===== src/djts_pkg.sv =====
// shared constants, codes and helpers for the drive joint torque step unit
package djts_pkg;

    localparam int CFG_W      = 31;
    localparam int CFG_IDX_W  = 3;
    localparam int DIV_W      = 56;
    localparam int CNT_W      = 6;
    localparam int DT_STEPS   = 16;
    localparam int GAIN_STEPS = 31;

    localparam logic [CFG_IDX_W-1:0] REG_MODE    = 3'd0;
    localparam logic [CFG_IDX_W-1:0] REG_ENABLE  = 3'd1;
    localparam logic [CFG_IDX_W-1:0] REG_RATIO   = 3'd2;
    localparam logic [CFG_IDX_W-1:0] REG_SPRING  = 3'd3;
    localparam logic [CFG_IDX_W-1:0] REG_DAMPING = 3'd4;
    localparam logic [CFG_IDX_W-1:0] REG_TSTEP   = 3'd5;
    localparam logic [CFG_IDX_W-1:0] REG_LIMIT   = 3'd6;

    localparam logic [1:0] MODE_GEAR   = 2'd0;
    localparam logic [1:0] MODE_DIFF   = 2'd1;
    localparam logic [1:0] MODE_CLUTCH = 2'd2;

    localparam logic [1:0]  RST_MODE    = MODE_GEAR;
    localparam logic        RST_ENABLE  = 1'b1;
    localparam logic [15:0] RST_RATIO   = 16'd256;
    localparam logic [30:0] RST_SPRING  = 31'd19660800;
    localparam logic [30:0] RST_DAMPING = 31'd524288;
    localparam logic [15:0] RST_TSTEP   = 16'd655;
    localparam logic [30:0] RST_LIMIT   = 31'd65536000;

    function automatic logic signed [31:0] sat32(input logic signed [63:0] v);
        logic signed [31:0] r;
        if (v > 64'sd2147483647) begin
            r = 32'sh7fffffff;
        end else if (v < -64'sd2147483648) begin
            r = 32'sh80000000;
        end else begin
            r = v[31:0];
        end
        return r;
    endfunction

endpackage


===== src/drive_joint_torque_step_unit.sv =====
// drive joint torque step unit: bit-serial divider and multiplier sequencer
// gear and differential ticks run these steps from transfer in to result valid:
// 56 divider steps, 16 + 31 + 31 multiplier steps, 56 divider steps, then loading the output
// clutch, disabled and no-joint ticks go straight to loading the output; one tick is in work
// at a time, so a new transfer in is taken only once the last result is in the output register
// synchronous active-low reset restores register defaults and clears angle and speed state
module drive_joint_torque_step_unit
    import djts_pkg::*;
(
    input  logic                 aclk,
    input  logic                 aresetn,
    input  logic                 cfg_we,
    input  logic [CFG_IDX_W-1:0] cfg_index,
    input  logic [CFG_W-1:0]     cfg_wdata,
    input  logic                 s_valid,
    output logic                 s_ready,
    input  logic signed [31:0]   s_in_speed,
    input  logic signed [31:0]   s_out_speed,
    input  logic signed [31:0]   s_out2_speed,
    input  logic [15:0]          s_pedal,
    output logic                 m_valid,
    input  logic                 m_ready,
    output logic                 m_applied,
    output logic signed [31:0]   m_input_torque,
    output logic signed [31:0]   m_output_torque,
    output logic signed [31:0]   m_output2_torque
);

    typedef enum logic [2:0] {
        ST_IDLE, ST_DIV1, ST_MDT, ST_MSP, ST_MDP, ST_DIV2, ST_DONE
    } state_t;

    state_t             state_reg;
    logic [1:0]         mode_reg;
    logic               enable_reg;
    logic [15:0]        ratio_reg;
    logic [30:0]        spring_reg;
    logic [30:0]        damping_reg;
    logic [15:0]        tstep_reg;
    logic [30:0]        limit_reg;
    logic signed [31:0] angle_reg;
    logic signed [31:0] speed_reg;
    logic signed [31:0] in_tgt_reg;
    logic               diff_reg;
    logic [DIV_W-1:0]   div_q_reg;
    logic [15:0]        div_rem_reg;
    logic [15:0]        div_den_reg;
    logic               div_neg_reg;
    logic [CNT_W-1:0]   cnt_reg;
    logic signed [63:0] acc_reg;
    logic signed [63:0] mul_a_reg;
    logic [30:0]        mul_b_reg;
    logic               res_applied_reg;
    logic signed [31:0] res_tin_reg;
    logic signed [31:0] res_to1_reg;
    logic signed [31:0] res_to2_reg;
    logic               m_valid_reg;
    logic               m_applied_reg;
    logic signed [31:0] m_tin_reg;
    logic signed [31:0] m_to1_reg;
    logic signed [31:0] m_to2_reg;

    logic               accept;
    logic [16:0]        rem_sh;
    logic               rem_ge;
    logic [15:0]        rem_next;
    logic [DIV_W-1:0]   q_next;
    logic signed [63:0] mul_sum;
    logic signed [32:0] in_ext;
    logic [32:0]        in_mag;
    logic signed [32:0] tgt_sum;
    logic signed [32:0] tgt;
    logic signed [57:0] q_signed;
    logic signed [57:0] speed_wide;
    logic signed [31:0] new_speed;
    logic signed [32:0] speed_pair;
    logic signed [63:0] delta;
    logic signed [31:0] new_angle;
    logic signed [63:0] torque;
    logic signed [63:0] torque_half;
    logic [63:0]        torque_mag;
    logic signed [32:0] clutch_d;
    logic signed [32:0] clutch_lim;
    logic signed [32:0] clutch_c;

    assign accept  = s_valid && s_ready;
    assign s_ready = (state_reg == ST_IDLE);

    // restoring divider step, one quotient bit per cycle
    assign rem_sh   = {div_rem_reg, div_q_reg[DIV_W-1]};
    assign rem_ge   = (rem_sh >= {1'b0, div_den_reg});
    assign rem_next = rem_ge ? 16'(rem_sh - {1'b0, div_den_reg}) : rem_sh[15:0];
    assign q_next   = {div_q_reg[DIV_W-2:0], rem_ge};

    // shift-add multiplier step, one multiplier bit per cycle
    assign mul_sum = acc_reg + (mul_b_reg[0] ? mul_a_reg : 64'sd0);

    assign in_ext = 33'(s_in_speed);
    assign in_mag = in_ext[32] ? 33'(-in_ext) : in_ext;

    assign tgt_sum    = 33'(s_out_speed) + 33'(s_out2_speed);
    assign tgt        = (tgt_sum + (tgt_sum[32] ? 33'sd1 : 33'sd0)) >>> 1;

    assign q_signed   = div_neg_reg ? -$signed({2'b00, q_next}) : $signed({2'b00, q_next});
    assign speed_wide = q_signed - 58'(in_tgt_reg);
    assign new_speed  = sat32(64'(speed_wide));
    assign speed_pair = 33'(speed_reg) + 33'(new_speed);

    assign delta     = (mul_sum + (mul_sum[63] ? 64'sd131071 : 64'sd0)) >>> 17;
    assign new_angle = sat32(64'(angle_reg) + delta);

    assign torque      = (mul_sum + (mul_sum[63] ? 64'sd65535 : 64'sd0)) >>> 16;
    assign torque_half = (torque + (torque[63] ? 64'sd1 : 64'sd0)) >>> 1;
    assign torque_mag  = torque[63] ? 64'(-torque) : 64'(torque);

    assign clutch_d   = 33'(s_in_speed) - 33'(s_out_speed);
    assign clutch_lim = $signed({2'b00, limit_reg});
    assign clutch_c   = (clutch_d > clutch_lim) ? clutch_lim :
                        (clutch_d < -clutch_lim) ? -clutch_lim : clutch_d;

    always_ff @(posedge aclk) begin
        if (!aresetn) begin
            state_reg   <= ST_IDLE;
            mode_reg    <= RST_MODE;
            enable_reg  <= RST_ENABLE;
            ratio_reg   <= RST_RATIO;
            spring_reg  <= RST_SPRING;
            damping_reg <= RST_DAMPING;
            tstep_reg   <= RST_TSTEP;
            limit_reg   <= RST_LIMIT;
            angle_reg   <= '0;
            speed_reg   <= '0;
            m_valid_reg <= 1'b0;
        end else begin
            if (cfg_we) begin
                case (cfg_index)
                    REG_MODE:    mode_reg    <= cfg_wdata[1:0];
                    REG_ENABLE:  enable_reg  <= cfg_wdata[0];
                    REG_RATIO:   ratio_reg   <= cfg_wdata[15:0];
                    REG_SPRING:  spring_reg  <= cfg_wdata[30:0];
                    REG_DAMPING: damping_reg <= cfg_wdata[30:0];
                    REG_TSTEP:   tstep_reg   <= cfg_wdata[15:0];
                    REG_LIMIT:   limit_reg   <= cfg_wdata[30:0];
                    default: ;
                endcase
            end
            if (m_valid_reg && m_ready && state_reg != ST_DONE) begin
                m_valid_reg <= 1'b0;
            end
            case (state_reg)
                ST_IDLE: begin
                    if (accept) begin
                        res_applied_reg <= 1'b0;
                        res_tin_reg     <= '0;
                        res_to1_reg     <= '0;
                        res_to2_reg     <= '0;
                        state_reg       <= ST_DONE;
                        if (mode_reg == MODE_GEAR || mode_reg == MODE_DIFF) begin
                            if (enable_reg) begin
                                diff_reg    <= (mode_reg == MODE_DIFF);
                                in_tgt_reg  <= (mode_reg == MODE_DIFF) ? tgt[31:0] : s_out_speed;
                                div_q_reg   <= DIV_W'({in_mag[31:0], 8'd0});
                                div_neg_reg <= in_ext[32];
                                div_rem_reg <= '0;
                                div_den_reg <= (ratio_reg == 16'd0) ? 16'd1 : ratio_reg;
                                cnt_reg     <= '0;
                                state_reg   <= ST_DIV1;
                            end else begin
                                angle_reg <= '0;
                            end
                        end else if (mode_reg == MODE_CLUTCH && enable_reg) begin
                            res_applied_reg <= 1'b1;
                            if (s_pedal == 16'd0) begin
                                res_to1_reg <= clutch_c[31:0];
                                res_tin_reg <= 32'(-clutch_c);
                            end
                        end
                    end
                end
                ST_DIV1: begin
                    div_q_reg   <= q_next;
                    div_rem_reg <= rem_next;
                    cnt_reg     <= cnt_reg + 1'b1;
                    if (cnt_reg == CNT_W'(DIV_W - 1)) begin
                        speed_reg <= new_speed;
                        mul_a_reg <= 64'(speed_pair);
                        mul_b_reg <= 31'(tstep_reg);
                        acc_reg   <= '0;
                        cnt_reg   <= '0;
                        state_reg <= ST_MDT;
                    end
                end
                ST_MDT, ST_MSP, ST_MDP: begin
                    acc_reg   <= mul_sum;
                    mul_a_reg <= mul_a_reg <<< 1;
                    mul_b_reg <= mul_b_reg >> 1;
                    cnt_reg   <= cnt_reg + 1'b1;
                    if (state_reg == ST_MDT && cnt_reg == CNT_W'(DT_STEPS - 1)) begin
                        angle_reg <= new_angle;
                        mul_a_reg <= 64'(new_angle);
                        mul_b_reg <= spring_reg;
                        acc_reg   <= '0;
                        cnt_reg   <= '0;
                        state_reg <= ST_MSP;
                    end else if (state_reg == ST_MSP && cnt_reg == CNT_W'(GAIN_STEPS - 1)) begin
                        mul_a_reg <= 64'(speed_reg);
                        mul_b_reg <= damping_reg;
                        cnt_reg   <= '0;
                        state_reg <= ST_MDP;
                    end else if (state_reg == ST_MDP && cnt_reg == CNT_W'(GAIN_STEPS - 1)) begin
                        res_applied_reg <= 1'b1;
                        res_to1_reg     <= sat32(diff_reg ? torque_half : torque);
                        res_to2_reg     <= diff_reg ? sat32(torque_half) : 32'sd0;
                        div_q_reg       <= DIV_W'({torque_mag[46:0], 8'd0});
                        div_neg_reg     <= torque[63];
                        div_rem_reg     <= '0;
                        cnt_reg         <= '0;
                        state_reg       <= ST_DIV2;
                    end
                end
                ST_DIV2: begin
                    div_q_reg   <= q_next;
                    div_rem_reg <= rem_next;
                    cnt_reg     <= cnt_reg + 1'b1;
                    if (cnt_reg == CNT_W'(DIV_W - 1)) begin
                        // reaction torque is the negated quotient
                        res_tin_reg <= sat32(64'(-q_signed));
                        state_reg   <= ST_DONE;
                    end
                end
                ST_DONE: begin
                    if (!m_valid_reg || m_ready) begin
                        m_valid_reg   <= 1'b1;
                        m_applied_reg <= res_applied_reg;
                        m_tin_reg     <= res_tin_reg;
                        m_to1_reg     <= res_to1_reg;
                        m_to2_reg     <= res_to2_reg;
                        state_reg     <= ST_IDLE;
                    end
                end
                default: state_reg <= ST_IDLE;
            endcase
        end
    end

    assign m_valid          = m_valid_reg;
    assign m_applied        = m_applied_reg;
    assign m_input_torque   = m_tin_reg;
    assign m_output_torque  = m_to1_reg;
    assign m_output2_torque = m_to2_reg;

`ifndef NO_ASSERTIONS
    a_accept_starts: assert property (@(posedge aclk) disable iff (!aresetn)
        accept |=> state_reg != ST_IDLE)
        else $error("transfer in left the sequencer idle");
    a_rem_bound: assert property (@(posedge aclk) disable iff (!aresetn)
        (state_reg == ST_DIV1 || state_reg == ST_DIV2) |-> div_rem_reg < div_den_reg)
        else $error("divider remainder not below divisor");
    a_idle_zero: assert property (@(posedge aclk) disable iff (!aresetn)
        (m_valid_reg && !m_applied_reg) |->
        (m_tin_reg == 32'sd0 && m_to1_reg == 32'sd0 && m_to2_reg == 32'sd0))
        else $error("torque given without applied flag");
    a_second_out: assert property (@(posedge aclk) disable iff (!aresetn)
        (m_valid_reg && m_to2_reg != 32'sd0) |-> m_to2_reg == m_to1_reg)
        else $error("second output torque differs from first");
`endif

endmodule

===== config.mk =====
export PLATFORM = sky130hd
export DESIGN_NAME = drive_joint_torque_step_unit
export DESIGN_NICKNAME = d
export VERILOG_FILES = /design/src/djts_pkg.sv /design/src/drive_joint_torque_step_unit.sv
export SDC_FILE = /design/constraint.sdc
export NUM_CORES = 2
export LEC_CHECK = 0
export ABC_CLOCK_PERIOD_IN_PS = 18800
export BUFFER_PORTS_ARGS = -buffer_cell sky130_fd_sc_hd__buf_2
export CAP_MARGIN = 30
export CORE_ASPECT_RATIO = 0.8
export CORE_UTILIZATION = 30
export CTS_CLUSTER_DIAMETER = 40
export DETAILED_ROUTE_END_ITERATION = 6
export GPL_TIMING_DRIVEN = 0
export PLACE_DENSITY = 0.49
export SLEW_MARGIN = 5
export SYNTH_ARGS = -nofsm -noshare
export SYNTH_HDL_FRONTEND = slang
export SYNTH_SLANG_ARGS = --single-unit

===== constraint.sdc =====
create_clock -name aclk -period 18.8 [get_ports aclk]
set_clock_uncertainty 0.2 [all_clocks]
set_input_delay 3.76 -clock aclk [delete_from_list [all_inputs] [get_ports aclk]]
set_output_delay 3.76 -clock aclk [all_outputs]
set_load 0.03 [all_outputs]

==> flow_summary.toml <==
[status]
status = "complete, but fails checks"
violations = "design-rule violations"

[finish]
drive_gt1_share_pct = 10.7
final_common_cell = "nand2_1"
multi_input_area_um2 = 36600
finish.utilization_pct = 35.2
seqCellArea_um2 = 18400
final_cell_area_um2 = 66900
fill_cells = 20000
area_growth_pct = 16.6
layout_common_cells = "nand2_1, a21oi_1, edfxtp_1"
nets = 7821

[critical_path]
crit_path_start = "mul_b_reg[0]$_DFFE_PP_"
critical_path_depth = 54
worstPathMaxFanout = 16
max_stage_delay_ns = 0.90
rr_endpoint = "mul_a_reg[3]$_DFFE_PP_"
startpoint_type = "flop"
crit_arrival_ns = 18.30
endpoint_kind = "flop"
reg2regPathDepth = 54
cp_data_required_time_ns = 19.16
path_class = "reg2reg"
rrSetupSlack_ns = 0.86
cp_top_family = "simple AND/OR/NAND/NOR gates"
reg2reg_from = "mul_b_reg[0]$_DFFE_PP_"
cp-endpoint = "mul_a_reg[3]$_DFFE_PP_"
slowest_stage = "nor4b_1"
path_buf_inv = 10

[sta]
final-setup-viol-count = 0
fin_setup_tns_ns = 0
hold_violations = 0
fmaxAchievable_ghz = 0.0557
final_max_slew_viol_count = 0
whs_ns = 0.186
min_period_ns = 17.94
period_share_pct = 95.4
tightestPinTransition_ns = 1.29
max_slew_margin_pct = 14.2
rsz0062_at_grt = "no"

[cts]
tritoncts = "yes"
path_clk_slew_ns = 0.06
root_buffer = "clkbuf_16"
postCtsSetupBuffers = 0
numCtsBuffers = 114
h-tree-depth = 3
cts_buffer_depth = 3
cts_hold_buf = 0
clk_latency_ns = 0.80
cts_num_sinks = 677

[global_route]
global_route.usage.met1_pct = 39.7
grt_most_used_layer = "met1"
use_met2_pct = 37.4
grt_pass1_vias = 51700
grt.total_usage_pct = 26.1
grt_use_met3_pct = 4.62
grt_overflow = 0
grt_pass1_wl_mm = 369
antenna_found_initial = 15
grt_max_degree = 34

[floorplan]
ios = 250
floorplan.initialDensity_pct = 30.2
die_x_um = 491
design.core.area_um2 = 190000
num_rows = 143
dieArea_um2 = 193000
die_h_um = 393

[power]
irDropWorstVdd_mv = 0.110
totalPowerFinal_mw = 13.2
pwr_density_cell_nw_per_um2 = 197
static-leakage-power_nw = 25.3

[route]
via_count = 57000
wl_per_cell_um = 26.3
ant_nets = 0
first_pass_iters = 7
wirelength_mm = 261
via_per_inst = 5.73
drtIter0Drc = 6961
drc_errors = 80

[logic_synthesis]
synth_cell_types = 130
yosysSeqAreaShare_pct = 32.0
ys_ff_latch = 677
synth-edff-count = 481
async_flop_share_pct = 0
synth_flop_cell = "edfxtp_1"
synth.net_count = 7377
synth_area_um2 = 57400
ys_warn_count = 0
syn_avg_cell_area_um2 = 8.37
synthCells = 6850

[place]
postPlaceCellArea_um2 = 62800
hpwl_mm = 218
gp_congestion = 1.01
io_buffers = 248

[flow_run]
drv_cap = 0

[hold_path]
holdCritPathClass = "reg2reg"
[metrics by stage]
step,setup slack [ns],cells
2_1_floorplan,4.26,6850
3_3_place_gp,-4.24,9635
3_5_place_dp,-0.424,9711
4_1_cts,0.0134,9928
5_1_grt,0.0745,9932
6_report,0.858,9940
[what timing repair did]
| action | CTS | global route |
|---|---|---|
| endpoints found under the hold margin | 0 | 0 |
| endpoints found under the setup margin | 31 | 38 |
| gates resized for setup | 4 | 7 |
[cell usage after synthesis, types with 20 or more instances]
master       n  share of area [%]
nand2_1    794                5.2
a21oi_1    549                4.8
edfxtp_1   481                 25
nor2_1     476                3.1
xnor2_1    376                5.7
o21ai_0    371                3.2
ha_1       369                8.0
inv_1      278                1.8
clkbuf_1   276                1.8
xor2_1     203                3.1
dfxtp_1    196                6.8
nor3_1     186                1.6
a21o_1     175                2.3
nand3_1    174                1.5
and2_1     152                1.7
and3_1     112                1.2
a31oi_1    105                1.1
nand4_1    103                1.1
nor4_1      92                1.0
nand2b_1    81               0.88
a211oi_1    78                1.0
or3_1       76               0.83
o21a_1      68               0.89
o221ai_1    60               0.92
o31ai_1     58               0.76
nor2b_1     56               0.61
a22oi_1     50               0.65
o21ai_1     50               0.44
o211ai_1    49               0.64
or2_2       44               0.48
buf_2       35               0.31
and4_1      34               0.52
or4_1       33               0.43
mux2i_1     32               0.56
buf_1       27               0.18
o21bai_1    27               0.35
o41ai_1     26               0.40
a211o_1     25               0.38
a32oi_1     23               0.35
o2111ai_1   23               0.35
o22ai_1     21               0.23
o221ai_2    20               0.52
[layout make-up]
class,instances,area share [%]
repair buffers,330,3.25
inverters,281,1.58
multi-input cells,5535,54.8
clock inverters,83,1.39
clock buffers,134,4.57
well taps,2537,4.75
plain buffers,355,2.21
flip-flops and latches,677,27.5
diodes,8,0.0299
[power breakdown]
group	internal (mW)	switching, mW
sequential	2.08	0.191
combinational	2.73	6.02
clock	1.28	0.885
total	6.09	7.09
[per-layer routing]
metal	wire, µm	part of all wire, %
met1	128000	49
met2	105000	40
met3	21500	8.2
met4	6550	2.5
met5	68	0.026
[worst reg2reg max path: cells and delay by family (launching register included)]
family | cells | cell delay, ns
flops | 1 | 0.31
xor+xnor | 2 | 1.36
compound gates | 18 | 5.32
buf+inv | 10 | 3.40
fa+ha+maj | 3 | 0.74
mux | 2 | 0.75
simple gates | 19 | 5.70
[kinds of logic (layout without fill, tap and decap cells)]
group                    after synthesis  after routing  synth area share (%)
adder cells (fa/ha/maj)              376            376                  8.29
other                                  0              8                     0
buffers and inverters                638           1183                  4.42
AND/OR/NAND/NOR                     2538           2538                  22.4
flip-flops                           677            677                  32.0
multiplexers                          39             39                 0.696
AO/OA/AOI/OAI                       1999           1999                  23.2
XOR/XNOR                             583            583                  8.95
[worst min path at each step]
stage,startpoint,end,slack (ns),cells past startpoint
floorplan,res_applied_reg$_SDFFCE_PN1P_,m_applied$_DFFE_PP_,0.20,0
global placement,res_applied_reg$_SDFFCE_PN1P_,m_applied$_DFFE_PP_,0.20,0
detailed placement,res_tin_reg[22]$_DFFE_PP_,m_input_torque[22]$_DFFE_PP_,0.20,0
CTS,res_to1_reg[18]$_DFFE_PP_,m_output_torque[18]$_DFFE_PP_,0.17,0
global route,res_to1_reg[18]$_DFFE_PP_,m_output_torque[18]$_DFFE_PP_,0.19,0
finish,res_to1_reg[18]$_DFFE_PP_,m_output_torque[18]$_DFFE_PP_,0.19,0
Note: power is estimated with default switching activity, not from simulation.
